==> config.mk <==
export PLATFORM = sky130hd
export DESIGN_NAME = dual_serial_channel_controller_flat
export DESIGN_NICKNAME = d
export VERILOG_FILES = /design/src/hdl/dscc_pkg.sv /design/src/hdl/dscc_in_if.sv /design/src/hdl/dscc_out_if.sv /design/src/hdl/dscc_core.sv /design/src/hdl/dual_serial_channel_controller.sv /design/src/flat_wrapper.sv
export VERILOG_INCLUDE_DIRS = /design/src /design/src/hdl
export SDC_FILE = /design/constraint.sdc
export NUM_CORES = 1
export LEC_CHECK = 0
export ABC_AREA = 1
export BUFFER_PORTS_ARGS = -buffer_cell sky130_fd_sc_hd__buf_2
export CORE_MARGIN = 1.5
export CORE_UTILIZATION = 50
export DETAILED_ROUTE_END_ITERATION = 6
export PLACE_DENSITY = 0.68
export SLEW_MARGIN = 20
export SYNTH_ARGS = -nofsm -noshare
export SYNTH_HDL_FRONTEND = slang
export SYNTH_SLANG_ARGS = --single-unit
export TNS_END_PERCENT = 100
==> constraint.sdc <==
create_clock -name clk_i -period 5.61 [get_ports clk_i]
set_input_delay 0.561 -clock clk_i [delete_from_list [all_inputs] [get_ports clk_i]]
set_output_delay 0.561 -clock clk_i [all_outputs]
set_load 0.05 [all_outputs]
==> src/hdl/dual_serial_channel_controller_assert.svh <==
// Assertion helpers for the dual serial channel controller.
`ifndef DUAL_SERIAL_CHANNEL_CONTROLLER_ASSERT_SVH
`define DUAL_SERIAL_CHANNEL_CONTROLLER_ASSERT_SVH

// Property that must hold at every clock edge outside reset.
`define DSCC_ASSERT(name, clk, rst_n, prop, msg) \
  name: assert property (@(posedge clk) disable iff (!rst_n) (prop)) else $error(msg);

// Implication whose consequent is checked in the cycle after the antecedent.
`define DSCC_ASSERT_NEXT(name, clk, rst_n, ante, cons, msg) \
  name: assert property (@(posedge clk) disable iff (!rst_n) (ante) |=> (cons)) \
    else $error(msg);

`endif

==> src/hdl/dscc_pkg.sv <==
`timescale 1ns / 1ps
`default_nettype none
package dscc_pkg;

  localparam int unsigned FIFO_DEPTH_DEF = 3;

  typedef enum logic [2:0] {
    MODE_READ, MODE_WRITE, MODE_TICK, MODE_DCD, MODE_ACK, MODE_RETI, MODE_RESET, MODE_NOP
  } mode_e;

  // interrupt source bits
  localparam logic [2:0] SRC_TX  = 3'b001;
  localparam logic [2:0] SRC_RX  = 3'b010;
  localparam logic [2:0] SRC_ERR = 3'b100;
  localparam logic [2:0] SRC_ALL = 3'b111;

  localparam logic [1:0] LIVE_NONE = 2'd0;
  localparam logic [1:0] LIVE_A    = 2'd1;
  localparam logic [1:0] LIVE_B    = 2'd2;

  // WR0 command field codes
  localparam logic [2:0] CMD_RST_STATUS = 3'd2;
  localparam logic [2:0] CMD_CHAN_RESET = 3'd3;
  localparam logic [2:0] CMD_RST_TXINT  = 3'd5;
  localparam logic [2:0] CMD_ERR_RESET  = 3'd6;
  localparam logic [2:0] CMD_RETI_A     = 3'd7;

  localparam logic [2:0] REG_0 = 3'd0;
  localparam logic [2:0] REG_1 = 3'd1;
  localparam logic [2:0] REG_2 = 3'd2;
  localparam logic [2:0] REG_3 = 3'd3;

  localparam logic [7:0] RR0_RST       = 8'h2C;
  localparam logic [7:0] RR1_RST       = 8'h01;
  localparam logic [7:0] VEC_KEEP      = 8'hF1;
  localparam logic [7:0] RX_INT_MODE   = 8'h18;
  localparam logic [7:0] RR1_OVERRUN   = 8'h20;
  localparam logic [7:0] RR1_CLR_ERR   = 8'hCF;
  localparam logic [7:0] RR1_CLR_ERR6  = 8'h8F;
  localparam logic [7:0] RR_CLR_TOP    = 8'h3F;
  localparam logic [7:0] RD_NONE       = 8'hFF;

  typedef struct packed {
    logic [2:0] mode;
    logic [1:0] port;
    logic [7:0] write_data;
    logic       rx_valid;
    logic [7:0] rx_byte;
    logic       tx_ready;
    logic       dcd_level;
  } item_t;

  typedef struct packed {
    logic [7:0] read_data;
    logic       tx_valid;
    logic [7:0] tx_byte;
    logic       ack_valid;
    logic [7:0] ack_vector;
    logic       irq_line;
  } res_t;

  // Register and interrupt state of both channels.
  typedef struct packed {
    logic [1:0][7:0][7:0] wr;
    logic [1:0][2:0][7:0] rr;
    logic [1:0][2:0]      src;
    logic [1:0]           irq;
    logic [1:0]           live;
  } st_t;

  function automatic st_t src_clear(st_t s, logic ch, logic [2:0] m);
    st_t t;
    t = s;
    t.src[ch] = t.src[ch] & ~m;
    if ((t.src[0] | t.src[1]) == 3'b000) begin
      t.rr[0][1][1] = 1'b0;
      t.irq[ch] = 1'b0;
      if (t.live == ({1'b0, ch} + 2'd1)) t.live = LIVE_NONE;
    end
    return t;
  endfunction

  function automatic st_t src_raise(st_t s, logic ch, logic [2:0] m, logic recalc);
    st_t t;
    logic [2:0] fresh;
    t = s;
    fresh = m & ~t.src[ch];
    t.src[ch] = t.src[ch] | m;
    if (((fresh != 3'b000) || recalc) && (t.src[ch] != 3'b000) && !t.irq[ch]) begin
      t.irq[ch] = 1'b1;
      t.rr[0][1][1] = 1'b1;
    end
    return t;
  endfunction

  function automatic st_t chan_reset(st_t s, logic ch);
    st_t t;
    t = s;
    t.rr[ch][0] = RR0_RST;
    t.rr[ch][1] = RR1_RST;
    t.rr[ch][2] = 8'h00;
    return src_clear(t, ch, SRC_ALL);
  endfunction

endpackage
`default_nettype wire

==> src/hdl/dscc_in_if.sv <==
`timescale 1ns / 1ps
`default_nettype none
interface dscc_in_if;
  logic       valid;
  logic       ready;
  logic [2:0] mode;
  logic [1:0] port;
  logic [7:0] write_data;
  logic       rx_valid;
  logic [7:0] rx_byte;
  logic       tx_ready;
  logic       dcd_level;

  modport source (output valid, mode, port, write_data, rx_valid, rx_byte, tx_ready,
                  dcd_level, input ready);
  modport sink (input valid, mode, port, write_data, rx_valid, rx_byte, tx_ready,
                dcd_level, output ready);
endinterface
`default_nettype wire

==> src/hdl/dscc_out_if.sv <==
`timescale 1ns / 1ps
`default_nettype none
interface dscc_out_if;
  logic       valid;
  logic       ready;
  logic [7:0] read_data;
  logic       tx_valid;
  logic [7:0] tx_byte;
  logic       ack_valid;
  logic [7:0] ack_vector;
  logic       irq_line;

  modport source (output valid, read_data, tx_valid, tx_byte, ack_valid, ack_vector,
                  irq_line, input ready);
  modport sink (input valid, read_data, tx_valid, tx_byte, ack_valid, ack_vector,
                irq_line, output ready);
endinterface
`default_nettype wire

==> src/hdl/dscc_core.sv <==
`timescale 1ns / 1ps
`default_nettype none
module dscc_core #(
  parameter int unsigned FIFO_DEPTH = 3
) (
  input  wire logic           clk_i,
  input  wire logic           rst_ni,
  input  wire logic           take_i,
  input  dscc_pkg::item_t     item_i,
  output dscc_pkg::res_t      res_o
);
  import dscc_pkg::*;

  localparam int unsigned FW = $clog2(FIFO_DEPTH + 1);

  st_t        st_q, st_d;
  logic [7:0] fifo_q [2][FIFO_DEPTH];
  logic [7:0] fifo_d [2][FIFO_DEPTH];
  logic [FW-1:0] fill_q [2];
  logic [FW-1:0] fill_d [2];

  function automatic st_t st_reset();
    st_t t;
    t = '0;
    t.rr[0][0] = RR0_RST;
    t.rr[1][0] = RR0_RST;
    t.rr[0][1] = RR1_RST;
    t.rr[1][1] = RR1_RST;
    return t;
  endfunction

  always_comb begin
    st_t        s;
    res_t       r;
    logic       ch;
    logic       dch;
    logic [2:0] ra;
    logic [7:0] v;
    s = st_q;
    r = '0;
    ch = item_i.port[1];
    dch = 1'b0;
    ra = 3'd0;
    v = 8'h00;
    fifo_d = fifo_q;
    fill_d = fill_q;
    unique case (mode_e'(item_i.mode))
      MODE_READ: begin
        if (item_i.port[0]) begin
          ra = s.wr[ch][0][2:0];
          s.wr[ch][0][2:0] = 3'b000;
          s.rr[ch][0][1] = 1'b0;
          if (!ch && ((s.src[0] | s.src[1]) != 3'b000)) s.rr[0][0][1] = 1'b1;
          if (ra == REG_0 || ra == REG_1) r.read_data = s.rr[ch][ra[1:0]];
          else if (ra == REG_2 && ch) r.read_data = s.rr[1][2];
          else r.read_data = RD_NONE;
        end else begin
          r.read_data = fifo_q[ch][0];
          for (int i = 0; i + 1 < FIFO_DEPTH; i++) fifo_d[ch][i] = fifo_q[ch][i + 1];
          if (fill_q[ch] != '0) fill_d[ch] = fill_q[ch] - FW'(1);
          if (fill_d[ch] == '0) s.rr[ch][0][0] = 1'b0;
          s = src_clear(s, ch, SRC_RX);
          s.rr[ch][0] = s.rr[ch][0] & RR_CLR_TOP;
          s.rr[ch][1] = s.rr[ch][1] & RR_CLR_TOP;
          if ((fill_d[ch] != '0) && s.wr[ch][1][4]) s = src_raise(s, ch, SRC_RX, 1'b0);
        end
      end
      MODE_WRITE: begin
        if (item_i.port[0]) begin
          ra = s.wr[ch][0][2:0];
          if (ra != REG_0) begin
            s.wr[ch][ra] = item_i.write_data;
            if (ch && ra == REG_2) s.rr[1][2] = item_i.write_data;
            s.wr[ch][0][2:0] = 3'b000;
          end else begin
            s.wr[ch][0] = item_i.write_data;
            unique case (item_i.write_data[5:3])
              CMD_RST_STATUS: begin
                s = src_clear(s, ch, SRC_ERR);
                s.rr[ch][1] = s.rr[ch][1] & RR1_CLR_ERR;
              end
              CMD_CHAN_RESET: s = chan_reset(s, ch);
              CMD_RST_TXINT:  s = src_clear(s, ch, SRC_TX);
              CMD_ERR_RESET:  s.rr[ch][1] = s.rr[ch][1] & RR1_CLR_ERR6;
              CMD_RETI_A: begin
                if (!ch) begin
                  s.irq[0] = 1'b0;
                  s.rr[0][1][1] = 1'b0;
                  s = src_clear(s, 1'b0, SRC_ALL);
                  s = src_clear(s, 1'b1, SRC_ALL);
                end
              end
              default: ;
            endcase
          end
        end else begin
          s.rr[ch][0][2] = 1'b0;
          s = src_clear(s, ch, SRC_TX);
          r.tx_valid = 1'b1;
          r.tx_byte = item_i.write_data;
        end
      end
      MODE_TICK: begin
        if (item_i.rx_valid && s.wr[ch][3][0]) begin
          if (fill_q[ch] >= FW'(FIFO_DEPTH)) begin
            fifo_d[ch][FIFO_DEPTH-1] = item_i.rx_byte;
            s.rr[ch][1] = s.rr[ch][1] | RR1_OVERRUN;
            s = src_raise(s, ch, SRC_ERR, 1'b0);
          end else begin
            for (int i = 0; i < FIFO_DEPTH; i++) begin
              if (fill_q[ch] == FW'(i)) fifo_d[ch][i] = item_i.rx_byte;
            end
            fill_d[ch] = fill_q[ch] + FW'(1);
            s.rr[ch][0][0] = 1'b1;
            // rx interrupt mode: off, first byte only, or every byte
            if ((s.wr[ch][1] & RX_INT_MODE) == 8'h08) begin
              if (fill_d[ch] == FW'(1)) s = src_raise(s, ch, SRC_RX, 1'b0);
            end else if ((s.wr[ch][1] & RX_INT_MODE) != 8'h00) begin
              s = src_raise(s, ch, SRC_RX, 1'b0);
            end
          end
        end
        if (item_i.tx_ready && !s.rr[ch][0][2]) begin
          s.rr[ch][0][2] = 1'b1;
          if (s.wr[ch][1][1]) s = src_raise(s, ch, SRC_TX, 1'b0);
        end
      end
      MODE_DCD: begin
        s.rr[ch][0][3] = ~item_i.dcd_level;
        if (s.wr[ch][1][0]) s = src_raise(s, ch, SRC_ERR, 1'b0);
      end
      MODE_ACK: begin
        s = src_raise(s, 1'b0, 3'b000, 1'b1);
        s = src_raise(s, 1'b1, 3'b000, 1'b1);
        if (s.live == LIVE_NONE && (s.irq[0] || s.irq[1])) begin
          dch = !s.irq[0];
          v = s.wr[1][2];
          if (s.wr[1][1][2]) begin
            v = v & VEC_KEEP;
            if (!dch) v[3] = 1'b1;
            if (s.src[dch][1]) v[2] = 1'b1;
            if (s.src[dch][2]) v[1] = 1'b1;
          end
          s = src_clear(s, dch, SRC_TX);
          s.live = {1'b0, dch} + 2'd1;
          r.ack_valid = 1'b1;
          r.ack_vector = v;
        end
      end
      MODE_RETI: begin
        if (s.live == LIVE_A) s.irq[0] = 1'b0;
        if (s.live == LIVE_B) s.irq[1] = 1'b0;
        s.live = LIVE_NONE;
      end
      MODE_RESET: begin
        s = chan_reset(s, 1'b0);
        s = chan_reset(s, 1'b1);
        s.live = LIVE_NONE;
      end
      MODE_NOP: ;
    endcase
    r.irq_line = s.irq[0] | s.irq[1];
    st_d = s;
    res_o = r;
  end

  always_ff @(posedge clk_i or negedge rst_ni) begin
    if (!rst_ni) begin
      st_q <= st_reset();
      fill_q[0] <= '0;
      fill_q[1] <= '0;
    end else if (take_i) begin
      st_q <= st_d;
      fill_q <= fill_d;
    end
  end

  always_ff @(posedge clk_i) begin
    if (take_i) fifo_q <= fifo_d;
  end

`include "dual_serial_channel_controller_assert.svh"

  `DSCC_ASSERT(a_live_code, clk_i, rst_ni, st_q.live != 2'd3, "live channel code invalid")
  `DSCC_ASSERT(a_fill_a, clk_i, rst_ni, fill_q[0] <= FW'(FIFO_DEPTH), "rx fill beyond depth")
  `DSCC_ASSERT(a_fill_b, clk_i, rst_ni, fill_q[1] <= FW'(FIFO_DEPTH), "rx fill beyond depth")
  `DSCC_ASSERT_NEXT(a_ack_live, clk_i, rst_ni, take_i && res_o.ack_valid, st_q.live != LIVE_NONE, "ack did not mark a channel in service")

endmodule
`default_nettype wire

==> src/hdl/dual_serial_channel_controller.sv <==
// Two-channel async serial controller, register-pointer access. Every item (bus read or
// write, channel tick, DCD change, interrupt acknowledge, return from interrupt, reset)
// gives exactly one result. An item is processed in the cycle it is accepted and its
// result sits in the output register from the next cycle; one item per cycle is taken
// for as long as the output side keeps taking results, and the input stays ready while
// the held result is being taken in the same cycle. No clearing pass after reset.
`timescale 1ns / 1ps
`default_nettype none
module dual_serial_channel_controller #(
  parameter int unsigned FIFO_DEPTH = dscc_pkg::FIFO_DEPTH_DEF
) (
  input  wire logic  clk_i,
  input  wire logic  rst_ni,
  dscc_in_if.sink    in_i,
  dscc_out_if.source out_o
);
  import dscc_pkg::*;

  logic  take;
  item_t item;
  res_t  res, res_q;
  logic  out_valid_q, out_valid_d;

  assign in_i.ready = !out_valid_q || out_o.ready;
  assign take = in_i.valid && in_i.ready;

  assign item = '{mode: in_i.mode, port: in_i.port, write_data: in_i.write_data,
                  rx_valid: in_i.rx_valid, rx_byte: in_i.rx_byte,
                  tx_ready: in_i.tx_ready, dcd_level: in_i.dcd_level};

  dscc_core #(.FIFO_DEPTH(FIFO_DEPTH)) u_core (
    .clk_i  (clk_i),
    .rst_ni (rst_ni),
    .take_i (take),
    .item_i (item),
    .res_o  (res)
  );

  assign out_valid_d = take || (out_valid_q && !out_o.ready);

  always_ff @(posedge clk_i or negedge rst_ni) begin
    if (!rst_ni) begin
      out_valid_q <= 1'b0;
    end else begin
      out_valid_q <= out_valid_d;
    end
  end

  always_ff @(posedge clk_i) begin
    if (take) res_q <= res;
  end

  assign out_o.valid      = out_valid_q;
  assign out_o.read_data  = res_q.read_data;
  assign out_o.tx_valid   = res_q.tx_valid;
  assign out_o.tx_byte    = res_q.tx_byte;
  assign out_o.ack_valid  = res_q.ack_valid;
  assign out_o.ack_vector = res_q.ack_vector;
  assign out_o.irq_line   = res_q.irq_line;

endmodule
`default_nettype wire

==> src/flat_wrapper.sv <==
// flat-port wrapper written by rule: the top's interface ports become plain ports
module dual_serial_channel_controller_flat import dscc_pkg::*;
#(
  parameter int unsigned FIFO_DEPTH = dscc_pkg::FIFO_DEPTH_DEF
)
  (clk_i, rst_ni, in_i_valid, in_i_mode, in_i_port, in_i_write_data, in_i_rx_valid, in_i_rx_byte, in_i_tx_ready, in_i_dcd_level, in_i_ready, out_o_valid, out_o_read_data, out_o_tx_valid, out_o_tx_byte, out_o_ack_valid, out_o_ack_vector, out_o_irq_line, out_o_ready);
  dscc_in_if in_i_i ();
  dscc_out_if out_o_i ();
  input  wire logic clk_i;
  input  wire logic rst_ni;
  input wire logic [$bits(in_i_i.valid)-1:0] in_i_valid;
  input wire logic [$bits(in_i_i.mode)-1:0] in_i_mode;
  input wire logic [$bits(in_i_i.port)-1:0] in_i_port;
  input wire logic [$bits(in_i_i.write_data)-1:0] in_i_write_data;
  input wire logic [$bits(in_i_i.rx_valid)-1:0] in_i_rx_valid;
  input wire logic [$bits(in_i_i.rx_byte)-1:0] in_i_rx_byte;
  input wire logic [$bits(in_i_i.tx_ready)-1:0] in_i_tx_ready;
  input wire logic [$bits(in_i_i.dcd_level)-1:0] in_i_dcd_level;
  output wire logic [$bits(in_i_i.ready)-1:0] in_i_ready;
  output wire logic [$bits(out_o_i.valid)-1:0] out_o_valid;
  output wire logic [$bits(out_o_i.read_data)-1:0] out_o_read_data;
  output wire logic [$bits(out_o_i.tx_valid)-1:0] out_o_tx_valid;
  output wire logic [$bits(out_o_i.tx_byte)-1:0] out_o_tx_byte;
  output wire logic [$bits(out_o_i.ack_valid)-1:0] out_o_ack_valid;
  output wire logic [$bits(out_o_i.ack_vector)-1:0] out_o_ack_vector;
  output wire logic [$bits(out_o_i.irq_line)-1:0] out_o_irq_line;
  input wire logic [$bits(out_o_i.ready)-1:0] out_o_ready;
  assign in_i_i.valid = in_i_valid;
  assign in_i_i.mode = in_i_mode;
  assign in_i_i.port = in_i_port;
  assign in_i_i.write_data = in_i_write_data;
  assign in_i_i.rx_valid = in_i_rx_valid;
  assign in_i_i.rx_byte = in_i_rx_byte;
  assign in_i_i.tx_ready = in_i_tx_ready;
  assign in_i_i.dcd_level = in_i_dcd_level;
  assign in_i_ready = in_i_i.ready;
  assign out_o_valid = out_o_i.valid;
  assign out_o_read_data = out_o_i.read_data;
  assign out_o_tx_valid = out_o_i.tx_valid;
  assign out_o_tx_byte = out_o_i.tx_byte;
  assign out_o_ack_valid = out_o_i.ack_valid;
  assign out_o_ack_vector = out_o_i.ack_vector;
  assign out_o_irq_line = out_o_i.irq_line;
  assign out_o_i.ready = out_o_ready;
  dual_serial_channel_controller #(.FIFO_DEPTH(FIFO_DEPTH)) u_core (.clk_i(clk_i), .rst_ni(rst_ni), .in_i(in_i_i), .out_o(out_o_i));
endmodule
-- After elaboration in Yosys (flattened, before gate mapping)
Index checks and enable logic that the tools add are counted.
- register bits after elaboration: 266
- output and inout port bits: 29
- reductions and logical operators: 73
- $lt $le $gt $ge: 10
- equal/unequal tests: 43
- bitwise logic cells: 41
- multiplexer cells: 220
- add/subtract/negate cells: 4
- operators by type and width (kind ; count):
    case mux 182 bit (6 select lines) ; 1
    2-to-1 mux 48 bit ; 15
    bitwise mux 48 bit ; 12
    bitwise mux 128 bit ; 4
    2-to-1 mux 186 bit ; 2
    demux 24 bit (select 1 bit) ; 10
    case mux 48 bit (5 select lines) ; 1
    AND 48 bit ; 4
    demux 64 bit (select 1 bit) ; 3
    NOT 48 bit ; 4
    2-to-1 mux 176 bit ; 1
    2-to-1 mux 58 bit ; 3
    2-to-1 mux 24 bit ; 7
    2-to-1 mux 20 bit ; 8
    2-to-1 mux 136 bit ; 1
    2-to-1 mux 16 bit ; 6
    bitwise OR 48 bit ; 2
    case mux 48 bit (2 select lines) ; 1
    2-to-1 mux 3 bit ; 28
    2-to-1 mux 8 bit ; 9
    2-to-1 mux 64 bit ; 1
    2-to-1 mux 4 bit ; 15
    2-to-1 mux 25 bit ; 2
    2-to-1 mux 50 bit ; 1
    73 further kinds ; 250

-- Logic depth before layout (Yosys ltp)
Gate-level depths: netlist of the first run.
- word-level depth: 29
- mapped depth: 20
- depth with buffers taken out: 17

-- Modules after synthesis
A second synthesis of the first run with hierarchy kept.
- cells, all modules: 1160
- area, all modules: 8790.9 um^2
- by module, submodules not included (module ; instances ; area each (um^2) ; cells each):
    dscc_core ; 1 ; 7935.1 ; 1127
    dual_serial_channel_controller ; 1 ; 855.8 ; 33

-- Worst setup path after synthesis of the first run
No wires, ideal clock.
- path type: flip-flop to flip-flop
- start point: register u_core.out_valid_q, in the netlist u_core.out_o.valid
- end point: register u_core.u_core.fifo_q[0] (netlist bit), enable pin
- setup slack: 1.771 ns
- required time: 5.201 ns
- library setup time: 0.409 ns
- data arrival time: 3.430 ns
- stages on the path, launching flop included: 8
- path buffers: 0
- path through: dfrtp_1 -> nand2_1 -> nand2_1 -> inv_1 -> nand2_1 -> inv_2 -> nand4_1 -> nor3_1
- cells in the longest elaborated chain, start to end: 4
- RTL lines (what ; RTL line ; RTL):
    from (decl) ; dual_serial_channel_controller.sv:22 ; logic out_valid_q, out_valid_d;
    from (signal assigned) ; dual_serial_channel_controller.sv:45 ; out_valid_q <= out_valid_d;
    logical NOT 1 bit ; dual_serial_channel_controller.sv:24 ; assign in_i.ready = !out_valid_q || out_o.ready;
    logical OR 1 bit ; dual_serial_channel_controller.sv:24 ;
    named net in_i_ready ; flat_wrapper.sv:19 ; output wire logic [$bits(in_i_i.ready)-1:0] in_i_ready;
    logical AND 1 bit ; dual_serial_channel_controller.sv:25 ; assign take = in_i.valid && in_i.ready;
    named net u_core.take ; dual_serial_channel_controller.sv:19 ; logic take;
    AND reduction 4 bit (no line) ; -- ;
    to (signal assigned) ; dscc_core.sv:179 ; if (take_i) fifo_q <= fifo_d;
    to (decl) ; dscc_core.sv:17 ; logic [7:0] fifo_q [2][FIFO_DEPTH];
The timed path passes the listed nets, and every way through them passes these cells.
A chain may end at the register's enable or synchronous reset.

-- Worst setup path in the final report of the first run
- start point: input in_i_port[1]
- end point: register u_core.u_core.fifo_q[44] (netlist bit), enable pin
- cells in the longest elaborated chain, start to end: 5
- RTL lines (what ; RTL line ; RTL):
    from (decl) ; flat_wrapper.sv:13 ; input wire logic [$bits(in_i_i.port)-1:0] in_i_port;
    2-to-1 mux 25 bit (2 in series) ; -- ;
    logical AND 1 bit ; dscc_core.sv:104 ; if (item_i.rx_valid && s.wr[ch][3][0]) begin
    != test 2 bit (no line) ; -- ;
    AND reduction 4 bit (no line) ; -- ;
No other way between the ends. The select of a mux whose other input is x is not followed.

==> results of run 1 <==
critical path, delay by kind of cell:
| family | cells | cell delay, ps |
|---|---|---|
| AO/OA/AOI/OAI | 1 | 680 |
| adder cells (fa/ha/maj) | 1 | 210 |
| buffers and inverters | 5 | 1430 |
| AND/OR/NAND/NOR | 3 | 480 |
flip-flops by register name (all words and copies together), names as in the netlist:
name	flops
u_core.u_core.st_q	73
u_core.out_o.tx_valid	1
u_core.out_o.ack_valid	1
u_core.u_core.fifo_q	48
u_core.out_o.valid	1
u_core.out_o.ack_vector	8
u_core.out_o.irq_line	1
u_core.out_o.tx_byte	8
u_core.u_core.fill_q	4
u_core.out_o.read_data	8
worst max-delay path by stage:
stage / end / slack (ps)
floorplan: u_core.u_core.fifo_q[0] / 1770
global placement: u_core.u_core.fifo_q[43] / 1920
detailed placement: u_core.u_core.fifo_q[43] / 1860
CTS: u_core.u_core.fifo_q[43] / 2310
global route: u_core.u_core.fifo_q[41] / 1960
finish: u_core.u_core.fifo_q[44] / 2250
power by group through the flow:
stage / registers (mW) / logic [mW] / clock network (mW)
after floorplan: 1.39 / 0.518 / 0
after global placement: 1.38 / 0.745 / 0
after detailed placement: 1.38 / 0.753 / 0
after CTS: 1.36 / 0.758 / 1.12
after global routing: 1.37 / 0.857 / 1.16
final: 1.36 / 0.771 / 1.11
placed cells by master, fill, tap and decap left out, types with 3 or more instances in the layout:
master / Yosys / routed
inv_1: 148 / 148
inv_2: 19 / 19
nand4_1: 12 / 12
buf_2: 23 / 54
inv_8: 0 / 3
a22oi_1: 12 / 12
nand2_2: 6 / 6
nor3_1: 7 / 6
o21ai_2: 3 / 3
dfstp_2: 8 / 8
nor2_4: 5 / 5
o221ai_1: 5 / 5
o31ai_1: 3 / 3
nor3_2: 4 / 5
nand2_1: 285 / 285
o22ai_1: 15 / 15
o21a_1: 3 / 3
ha_1: 4 / 4
nor2_1: 130 / 130
o21ai_1: 20 / 20
edfxtp_1: 75 / 75
a21oi_1: 57 / 57
a31oi_1: 3 / 3
clkbuf_16: 0 / 17
nand3_1: 92 / 92
nor2_2: 14 / 14
o21ai_0: 101 / 101
o211ai_1: 10 / 10
inv_6: 0 / 3
dfrtp_1: 70 / 70
buf_4: 2 / 7
logic make-up (layout without fill, tap and decap cells):
kind of cell | count (synthesis) | in the layout
fa+ha+maj | 4 | 4
flops | 153 | 153
simple gates | 566 | 566
buf+inv | 210 | 262
xor+xnor | 1 | 1
mux | 2 | 2
compound gates | 246 | 246
metal layers:
metal | vias to the layer above | wire length, um | track usage (%)
li1 | 4004 | - | -
met3 | 65 | 2060 | 5.96
met5 | - | 0 | 0
met1 | 3908 | 11700 | 41.4
met4 | 0 | 975 | 12.6
met2 | 398 | 12400 | 47.2
area by class of cell:
class / instances / area, sq um / area share (%)
Sequential cell: 153 / 4210 / 42.2
Multi-Input combinational cell: 819 / 3960 / 39.7
Inverter: 168 / 633 / 6.34
Clock buffer: 17 / 425 / 4.26
Timing Repair Buffer: 62 / 334 / 3.34
Tap cell: 225 / 282 / 2.82
Clock inverter: 15 / 139 / 1.39
per-stage QoR:
step | hold WS (ps) | instance area (sq um)
6_report | 154 | 9990
3_5_place_dp | 475 | 9420
5_1_grt | 216 | 9990
4_1_cts | 327 | 9980
3_3_place_gp | 468 | 9420
2_1_floorplan | 265 | 9040
==> qor.tcl, run 1 <==
set qor(dp_cells) 1427
set qor(finalNonFillerCells) 1459
set qor(wl_per_cell_um) 18.5
set qor(post-route-drc-count) 0
set qor(status) {completed}
set qor(rr_endpoint) {u_core.u_core.fifo_q[35]}
set qor(final_core_util_pct) 57.2
set qor(critical-path-slowest-cell) {a21oi_1}
set qor(wl_um) 27100
set qor(area.growth.synth_to_final_pct) 10.5
set qor(cts_sinks) 153
set qor(clock-skew-final_ps) 11.0
set qor(switching_power_mw) 1.17
set qor(grt_antenna_before_repair) 0
set qor(timing.critical_path.fanout_max) 70
set qor(post-place-ws_ps) 1860
set qor(buffer_ports.inserted) 56
set qor(postCtsSetupBuffers) 0
set qor(postSynthRegisterBits) 153
set qor(design_power_total_mw) 3.25
set qor(launching_element_of_the_worst_setup_path) {in_i_port[1]}
set qor(dominantRegCellSynth) {edfxtp_1}
set qor(synth_top_family_by_area) {simple AND/OR/NAND/NOR gates}
set qor(cp_cell_sequence) {buf_4 -> inv_2 -> nand2_1 -> nand2_1 -> inv_1 -> ha_1 -> inv_1 -> nor2_1 -> inv_1 -> a21oi_1}
set qor(clock-root-buffer) {clkbuf_16}
set qor(synthesis.yosys.warnings) 0
set qor(die_height_um) 137
set qor(worst_pin_slew_ps) 823
set qor(synth-seq-area-share_pct) 46.6
set qor(worst_hold_class) {input pin to asynchronous set/reset pin}
set qor(ant_nets) 0
set qor(setup.worst_path.start_class) {input pin}
set qor(setup_repair_after_global_routing_missed_its_margin) {false}
set qor(drt_pre_antenna_iters) 6
set qor(gp_congestion) 0.965
set qor(final_min_period_over_clock_period_pct) 59.9
set qor(grt_first_pass_wirelength_um) 43000
set qor(syn-cell-area_sq_um) 9040
set qor(synth_commonest_cells) {nand2_1, inv_1, nor2_1, o21ai_0, nand3_1}
set qor(synth-compound-area-share_pct) 15.6
set qor(clockPowerShare_pct) 34.3
set qor(number_of_nets_in_the_final_layout) 1253
set qor(slowest_cell_delay_on_critical_path_ps) 680
set qor(ir_worst_vdd_uv) 225
set qor(combinationalPowerShare_pct) 23.8
set qor(synth_nets) 1214
set qor(track_usage_pct) 30.3
set qor(max_slew_margin_pct) 45.1
set qor(die_width_um) 137
set qor(num_rows) 48
set qor(path_clk_slew_ps) 70
set qor(synth_area_per_cell_sq_um) 7.65
set qor(critPathMostFrequentCell) {inv_1}
set qor(r2r_setup_slack_ps) 2690
set qor(r2r.worst_path.cells) 10
set qor(ctsLongestPathBuffers) 2
set qor(layout_min_cycle_time_ps) 3360
set qor(grt_start_max_net_pins) 79
set qor(synth_top_area_cell) {edfxtp_1}
set qor(internal-power_mw) 2.08
set qor(timing.final.ws_setup_ps) 2250
set qor(worstSkewPairLatency_ps) 440
set qor(final_max_slew_viol_count) 0
set qor(p_leak_nw) 4.70
set qor(cellPowerDensity_nw_per_um2) 325
set qor(fmax_ghz) 0.298
set qor(syn_inst) 1182
set qor(cts.hold.buffers_added) 0
set qor(remaining_global_route_overflow) 0
set qor(number_of_top_level_pins) 57
set qor(initial_core_utilization_pct) 51.7
set qor(final.fill_count) 1634
set qor(drtIter0Drc) 998
set qor(timing.critical_path.arrival_ps) 3420
set qor(synth-edff-count) 75
set qor(yosys.area_share.xor_xnor_pct) 0.0969
set qor(tritoncts_buffer_count) 17
set qor(htree_levels) 4
set qor(max_cap_viol_count) 0
set qor(synthMostInstantiatedCell) {nand2_1}
set qor(final-hold-violation-count) 0
set qor(tritoncts) {done}
set qor(switching_share_pct) 35.9
set qor(post_synth_num_cell_types) 55
set qor(diodes_inserted) 0
set qor(design.core.area_sq_um) 17500
set qor(routed-via-count) 8375
set qor(post_synth_main_area_contributors) {edfxtp_1, dfrtp_1, nand2_1}
set qor(synth-adder-area-share_pct) 0.553
set qor(asyncSetResetFlopFracSynth_pct) 51.0
set qor(detail_route.vias_per_cell) 5.74
set qor(setup_viol_count_final) 0
set qor(crit_path_end_kind) {register}
set qor(synth_simple_gate_area_share_pct) 27.3
set qor(crit_type) {input pin to register}
set qor(synth_top_area_share_pct) 24.9
set qor(muxShareOfSynthArea_pct) 0.221
set qor(post_cts.resized_instances) 0
set qor(timing.rr.start) {u_core.out_o.valid}
set qor(dp.final_hpwl_um) 19400
set qor(seqPwrFrac_pct) 42.0
set qor(cp_data_required_time_ps) 5680
set qor(totalNegativeSetupSlack_ps) 0
set qor(post_route_cells_drive_above_1_share_pct) 13.4
set qor(first_global_vias) 7911
set qor(floorplan.die_area_sq_um) 18900
No activity file was read; power rests on OpenSTA's default activity.
==> run 2: changes to the inputs <==
clock period = 3.3 ns   (was 5.61 ns; I/O delays follow)
==> run 2 against run 1 <==
Total power rose by 74%. Worst hold slack lost 70 ps. Clock power rose by 81%. Clock skew rose by 1.2 ps. Largest cell class unchanged. Largest power group unchanged.
==> qor.tcl, run 2 (synthesis results as in run 1) <==
set qor(drt_pre_antenna_iters) 6 ;# unchanged
set qor(timing.critical_path.arrival_ps) 2890 ;# -530 ps
set qor(layout_commonest_cell) {nand2_1}
set qor(grt_start_max_net_pins) 84 ;# +6.3%
set qor(first_global_vias) 7613 ;# -3.8%
set qor(totalNegativeSetupSlack_ps) 0 ;# unchanged
set qor(reg.largest.list) {u_core.u_core.st_q (73), u_core.u_core.fifo_q (48)}
set qor(wl_per_cell_um) 18.0 ;# -2.8%
set qor(p_leak_nw) 4.80 ;# +2.1%
set qor(die_height_um) 137 ;# unchanged
set qor(post-route-drc-count) 0 ;# unchanged
set qor(worstSkewPairLatency_ps) 440 ;# about the same
set qor(grt_antenna_before_repair) 0 ;# unchanged
set qor(remaining_global_route_overflow) 0 ;# unchanged
set qor(cp_data_required_time_ps) 3640 ;# -2040 ps
set qor(postCtsSetupBuffers) 0 ;# unchanged
set qor(tritoncts) {done}
set qor(cts_sinks) 153 ;# unchanged
set qor(buffer_ports.inserted) 56 ;# unchanged
set qor(worst_pin_slew_ps) 578 ;# -245 ps
set qor(setup.worst_path.start_class) {register}
set qor(design_power_total_mw) 5.65 ;# +74%
set qor(fmax_ghz) 0.391
set qor(wl_um) 26600 ;# -1.8%
set qor(clock-root-buffer) {clkbuf_16}
set qor(largest_register) {u_core.u_core.st_q}
set qor(status) {completed}
set qor(grt_first_pass_wirelength_um) 42100 ;# -2.0%
set qor(number_of_flip_flops_under_the_largest_register_name) 73 ;# unchanged
set qor(setup_repair_after_global_routing_missed_its_margin) {false}
set qor(final.fill_count) 1603 ;# -1.9%
set qor(dp_cells) 1441 ;# +0.98%
set qor(clock-skew-final_ps) 12.2 ;# +1.20 ps
set qor(initial_core_utilization_pct) 51.7 ;# unchanged
set qor(detailed_place.area_sq_um) 9540 ;# +1.3%
set qor(ant_nets) 0 ;# unchanged
set qor(number_of_nets_in_the_final_layout) 1268 ;# +1.2%
set qor(max_slew_margin_pct) 61.5 ;# +16 points
set qor(slowest_cell_delay_on_critical_path_ps) 360 ;# -320 ps
set qor(setup_viol_count_final) 0 ;# unchanged
set qor(whs_path_depth) 3
set qor(die_width_um) 137 ;# unchanged
set qor(worst_hold_class) {input pin to register}
set qor(dp.final_hpwl_um) 19400 ;# +0.11%
set qor(cp_cell_sequence) {inv_1 -> nand2_1 -> o21ai_0 -> buf_4 -> inv_1 -> ha_1 -> inv_1 -> nor2_1 -> inv_1 -> a22oi_2 -> nand3_2 -> inv_2 -> nand2_1 -> nand2_1 -> inv_1}
set qor(critPathMostFrequentCell) {inv_1}
set qor(final_max_slew_viol_count) 0 ;# unchanged
set qor(ctsLongestPathBuffers) 2 ;# unchanged
set qor(path_clk_slew_ps) 70 ;# about the same
set qor(regArea_sq_um) 4210 ;# unchanged
set qor(design_area_sq_um) 10100 ;# +1.6%
set qor(number_of_top_level_pins) 57 ;# unchanged
set qor(layout_min_cycle_time_ps) 2560
set qor(num_rows) 48 ;# unchanged
set qor(routed-via-count) 8293 ;# -0.98%
set qor(multiInputGateArea_sq_um) 3970 ;# +0.16%
set qor(critical-path-slowest-cell) {dfrtp_1}
set qor(crit_path_end_kind) {register}
set qor(design.core.area_sq_um) 17500 ;# unchanged
set qor(floorplan.die_area_sq_um) 18900 ;# unchanged
set qor(crit_type) {register to register}
set qor(max_cap_viol_count) 0 ;# unchanged
set qor(most-common-layout-cells) {nand2_1, inv_1, nor2_1}
set qor(cellPowerDensity_nw_per_um2) 557 ;# +71%
set qor(ir_worst_vdd_uv) 370 ;# +64%
set qor(post_route_cells_drive_above_1_share_pct) 14.2 ;# +0.80 points
set qor(drtIter0Drc) 1010 ;# +1.2%
set qor(htree_levels) 4 ;# unchanged
set qor(detail_route.vias_per_cell) 5.63 ;# -2.0%
set qor(finalNonFillerCells) 1474 ;# +1.0%
set qor(tritoncts_buffer_count) 17 ;# unchanged
set qor(gp_congestion) 1.00 ;# +3.8%
set qor(r2r.worst_path.cells) 15 ;# +5
set qor(track_usage_pct) 29.9 ;# -0.38 points
set qor(timing.critical_path.fanout_max) 11 ;# -84%
set qor(final_min_period_over_clock_period_pct) 77.5
set qor(area.growth.synth_to_final_pct) 12.2
set qor(diodes_inserted) 0 ;# unchanged
set qor(final-hold-violation-count) 0 ;# unchanged
run 2: power by group:
| group | switching [mW] | leakage (nW) | internal, mW | total (mW) |
|---|---|---|---|---|
| sequential | 0.130 | 1.73 | 2.18 | 2.32 |
| clock | 0.874 | 0.292 | 1.14 | 2.01 |
| combinational | 0.949 | 2.78 | 0.378 | 1.33 |
run 2: metal layers:
| layer | share of wire (%) | up-vias | track usage, % |
|---|---|---|---|
| li1 | - | 4018 | - |
| met1 | 45 | 3850 | 42.4 |
| met2 | 44 | 350 | 44.6 |
| met3 | 7.4 | 75 | 5.52 |
| met4 | 4.0 | 0 | 13.5 |
| met5 | 0 | - | 0 |
run 2: layout make-up:
class                   count  share of cell area, %
flip-flops and latches    153                   41.5
multi-input cells         819                   39.1
inverters                 168                   6.24
repair buffers             77                   4.51
clock buffers              18                   4.23
well taps                 225                   2.77
clock inverters            14                   1.64
run 2: worst paths after layout:
path                                          from                      end  slack (ps)
setup / recovery           u_core.u_core.fill_q[1]   u_core.u_core.st_q[47]         740
hold / removal                          in_i_valid       u_core.out_o.valid          80
min in group asynchronous                   rst_ni  u_core.u_core.st_q[130]         430
setup reg to reg           u_core.u_core.fill_q[1]   u_core.u_core.st_q[47]         740
hold reg to reg             u_core.u_core.st_q[39]   u_core.u_core.st_q[39]         480
max in group asynchronous                   rst_ni   u_core.u_core.st_q[42]        2120
run 2: stage by stage:
stage               util (%)  hold WS [ps]  setup WS [ps]
floorplan                  -          34.4          -10.9
global placement        54.6           367            606
finish                  58.1          84.0            744
detailed placement      54.6           374            531
global route            58.1          98.3            562
CTS                     58.1          74.4            803
run 2: worst max-delay path, delay by kind of cell, from the launching register on:
family,cells,cell delay (ps)
compound gates,2,310
simple gates,5,760
fa+ha+maj,1,280
flops,1,360
buf+inv,7,740
run 2: repair_timing:
action	4_1_cts	5_1_grt
hold buffers	1	0
hold endpoints to repair	40	0
resized for setup	0	0
setup endpoints to repair	0	0
==> run 3: changes to the inputs <==
clock period = 2.4 ns   (was 3.3 ns; I/O delays follow)
==> run 3 against run 2 <==
Maximum frequency increased by 19%. Worst hold slack lost 50 ps. Clock power is 32% higher. Critical path depth is 3 lower. Die area unchanged. Sequential power is 38% higher. Design area increased by 3.3%. Via count up 1.3%. Cell count up 1.8%. Count of clock-buffer cells in the layout shrank 1. Worst setup slack got worse by 500 ps. Non-clock buffer count is 27 higher.
==> qor.tcl, run 3 (synthesis results as in run 1) <==
set qor(htree_levels) 4 ;# unchanged
set qor(status) {completed}
set qor(hold_path.startpoint) {in_i_write_data[6]}
set qor(grt_antenna_before_repair) 0 ;# unchanged
set qor(clock-root-buffer) {clkbuf_16}
set qor(diodes_inserted) 0 ;# unchanged
set qor(worst_pin_slew_ps) 592 ;# +14.7 ps
set qor(floorplan.die_area_sq_um) 18900 ;# unchanged
set qor(timing.critical_path.fanout_max) 8 ;# -3
set qor(number_of_flip_flops_under_the_largest_register_name) 73 ;# unchanged
set qor(max_cap_viol_count) 0 ;# unchanged
set qor(buffer_ports.inserted) 56 ;# unchanged
set qor(final_max_slew_viol_count) 0 ;# unchanged
set qor(number_of_top_level_pins) 57 ;# unchanged
set qor(wl_um) 27200 ;# +2.3%
set qor(reg.largest.list) {u_core.u_core.st_q (73), u_core.u_core.fifo_q (48)}
set qor(post_route_cells_drive_above_1_share_pct) 17.3 ;# +3.1 points
set qor(worst_hold_class) {input pin to register}
set qor(setup_repair_after_global_routing_missed_its_margin) {false}
set qor(p_leak_nw) 4.93 ;# +2.7%
set qor(crit_type) {register to register}
set qor(die_width_um) 137 ;# unchanged
set qor(tritoncts_buffer_count) 17 ;# unchanged
set qor(grt_start_max_net_pins) 40 ;# -52%
set qor(post-route-drc-count) 0 ;# unchanged
set qor(initial_core_utilization_pct) 51.7 ;# unchanged
set qor(tritoncts) {done}
set qor(number_of_nets_in_the_final_layout) 1295 ;# +2.1%
set qor(drt_pre_antenna_iters) 5 ;# -1
set qor(first_global_vias) 7959 ;# +4.5%
set qor(timing.critical_path.arrival_ps) 2460 ;# -430 ps
set qor(num_rows) 48 ;# unchanged
set qor(dp.final_hpwl_um) 20000 ;# +3.4%
set qor(drtIter0Drc) 845 ;# -16%
set qor(wl_per_cell_um) 18.1 ;# +0.48%
set qor(design.core.area_sq_um) 17500 ;# unchanged
set qor(area.growth.synth_to_final_pct) 16.0
set qor(post-place-ws_ps) 149 ;# -382 ps
set qor(cts_sinks) 153 ;# unchanged
set qor(worstSkewPairLatency_ps) 430 ;# about the same
set qor(setup_viol_count_final) 0 ;# unchanged
set qor(remaining_global_route_overflow) 0 ;# unchanged
set qor(detail_route.vias_per_cell) 5.60 ;# -0.48%
set qor(final-hold-violation-count) 0 ;# unchanged
set qor(ant_nets) 0 ;# unchanged
set qor(path_clk_slew_ps) 70 ;# about the same
set qor(max_slew_margin_pct) 60.5 ;# -0.98 points
set qor(largest_register) {u_core.u_core.st_q}
set qor(totalNegativeSetupSlack_ps) 0 ;# unchanged
set qor(cellPowerDensity_nw_per_um2) 747 ;# +34%
set qor(setup.worst_path.start_class) {register}
set qor(routed-via-count) 8404 ;# +1.3%
set qor(crit_path_end_kind) {register}
set qor(launching_element_of_the_worst_setup_path) {u_core.u_core.fill_q[1]}
set qor(layout_min_cycle_time_ps) 2150 ;# -405 ps
set qor(fmax_ghz) 0.465 ;# +19%
set qor(track_usage_pct) 30.4 ;# +0.47 points
set qor(most-common-layout-cells) {nand2_1, inv_1, nor2_1}
set qor(layout_commonest_cell) {nand2_1}
set qor(cp_data_required_time_ps) 2710 ;# -930 ps
set qor(gp_congestion) 0.969 ;# -3.2%
set qor(clock-skew-final_ps) 7.97 ;# -4.23 ps
set qor(timing.final.ws_setup_ps) 248 ;# -495 ps
set qor(die_height_um) 137 ;# unchanged
set qor(ctsLongestPathBuffers) 2 ;# unchanged
set qor(final_min_period_over_clock_period_pct) 89.7 ;# +12 points
set qor(final.fill_count) 1635 ;# +2.0%
set qor(ir_worst_vdd_uv) 508 ;# +37%
set qor(timing.rr.start) {u_core.u_core.fill_q[1]}
set qor(grt_first_pass_wirelength_um) 43000 ;# +2.3%
[run 3: cell count changes in the layout (fill, tap and decap cells not counted), sizes merged]
cell,change
buf,+27
bufinv,-2
clkbuf,-1
clkinv,+1
clkinvlp,+2
[run 3: report_power, final]
| part | switching [mW] | internal (mW) |
|---|---|---|
| Sequential | 0.187 | 3.00 |
| Combinational | 1.36 | 0.637 |
| Clock | 1.27 | 1.38 |
| Total | 2.81 | 5.03 |
[run 3: final cells by class]
cell class	instances	area [sq um]	share of cell area, %
Timing Repair Buffer	104	686	6.54
Multi-Input combinational cell	819	4080	38.9
Clock inverter	15	159	1.52
Clock buffer	17	425	4.06
Tap cell	225	282	2.68
Inverter	168	637	6.07
Sequential cell	153	4220	40.2
[run 3: through the flow]
stage / instances / cell area [sq um] / hold slack (ps) / power, mW / util (%)
after floorplan: 1182 / 9200 / -55.6 / 4.55 / -
after global placement: 1467 / 9880 / 276 / 5.16 / 56.6
after detailed placement: 1467 / 9880 / 279 / 5.17 / 56.6
after CTS: 1500 / 10500 / 23.4 / 7.82 / 60.0
after global routing: 1501 / 10500 / 50.2 / 8.19 / 60.0
final: 1501 / 10500 / 34.0 / 7.84 / 60.0
[run 3: routing by layer]
metal / global-route usage (%) / part of all wire [%] / vias up
met4: 12.6 / 3.7 / 0
li1: - / - / 4074
met3: 6.07 / 6.7 / 65
met5: 0 / 0 / -
met2: 46.1 / 44 / 342
met1: 42.5 / 45 / 3923
[run 3: path summary, 6_finish.rpt]
kind / depth (start not counted) / end / slack [ps]
setup / recovery: 12 / u_core.u_core.st_q[54] / 250
hold / removal: 3 / u_core.u_core.st_q[56] / 30
setup reg to reg: 12 / u_core.u_core.st_q[54] / 250
hold reg to reg: 2 / u_core.u_core.st_q[15] / 480
max in group asynchronous: 3 / u_core.u_core.st_q[37] / 1350
min in group asynchronous: 2 / u_core.u_core.st_q[142] / 350
[run 3: what timing repair did]
action / in CTS / in global routing
hold buffers: 1 / 0
setup endpoints to repair: 0 / 1
resized for setup: 0 / 2
buffers inserted: 0 / 1
hold endpoints to repair: 37 / 0
[run 3: worst max-delay path, cell delays in order (launching register included)]
cell       delay [ps]
dfrtp_1           360
inv_1              70
nand2_2            80
o21ai_4            60
inv_1              80
ha_2              170
inv_1              60
nor2_1            150
inv_1              80
a22oi_2           240
o2111ai_2         300
o21ai_0           280
nand2_1            90
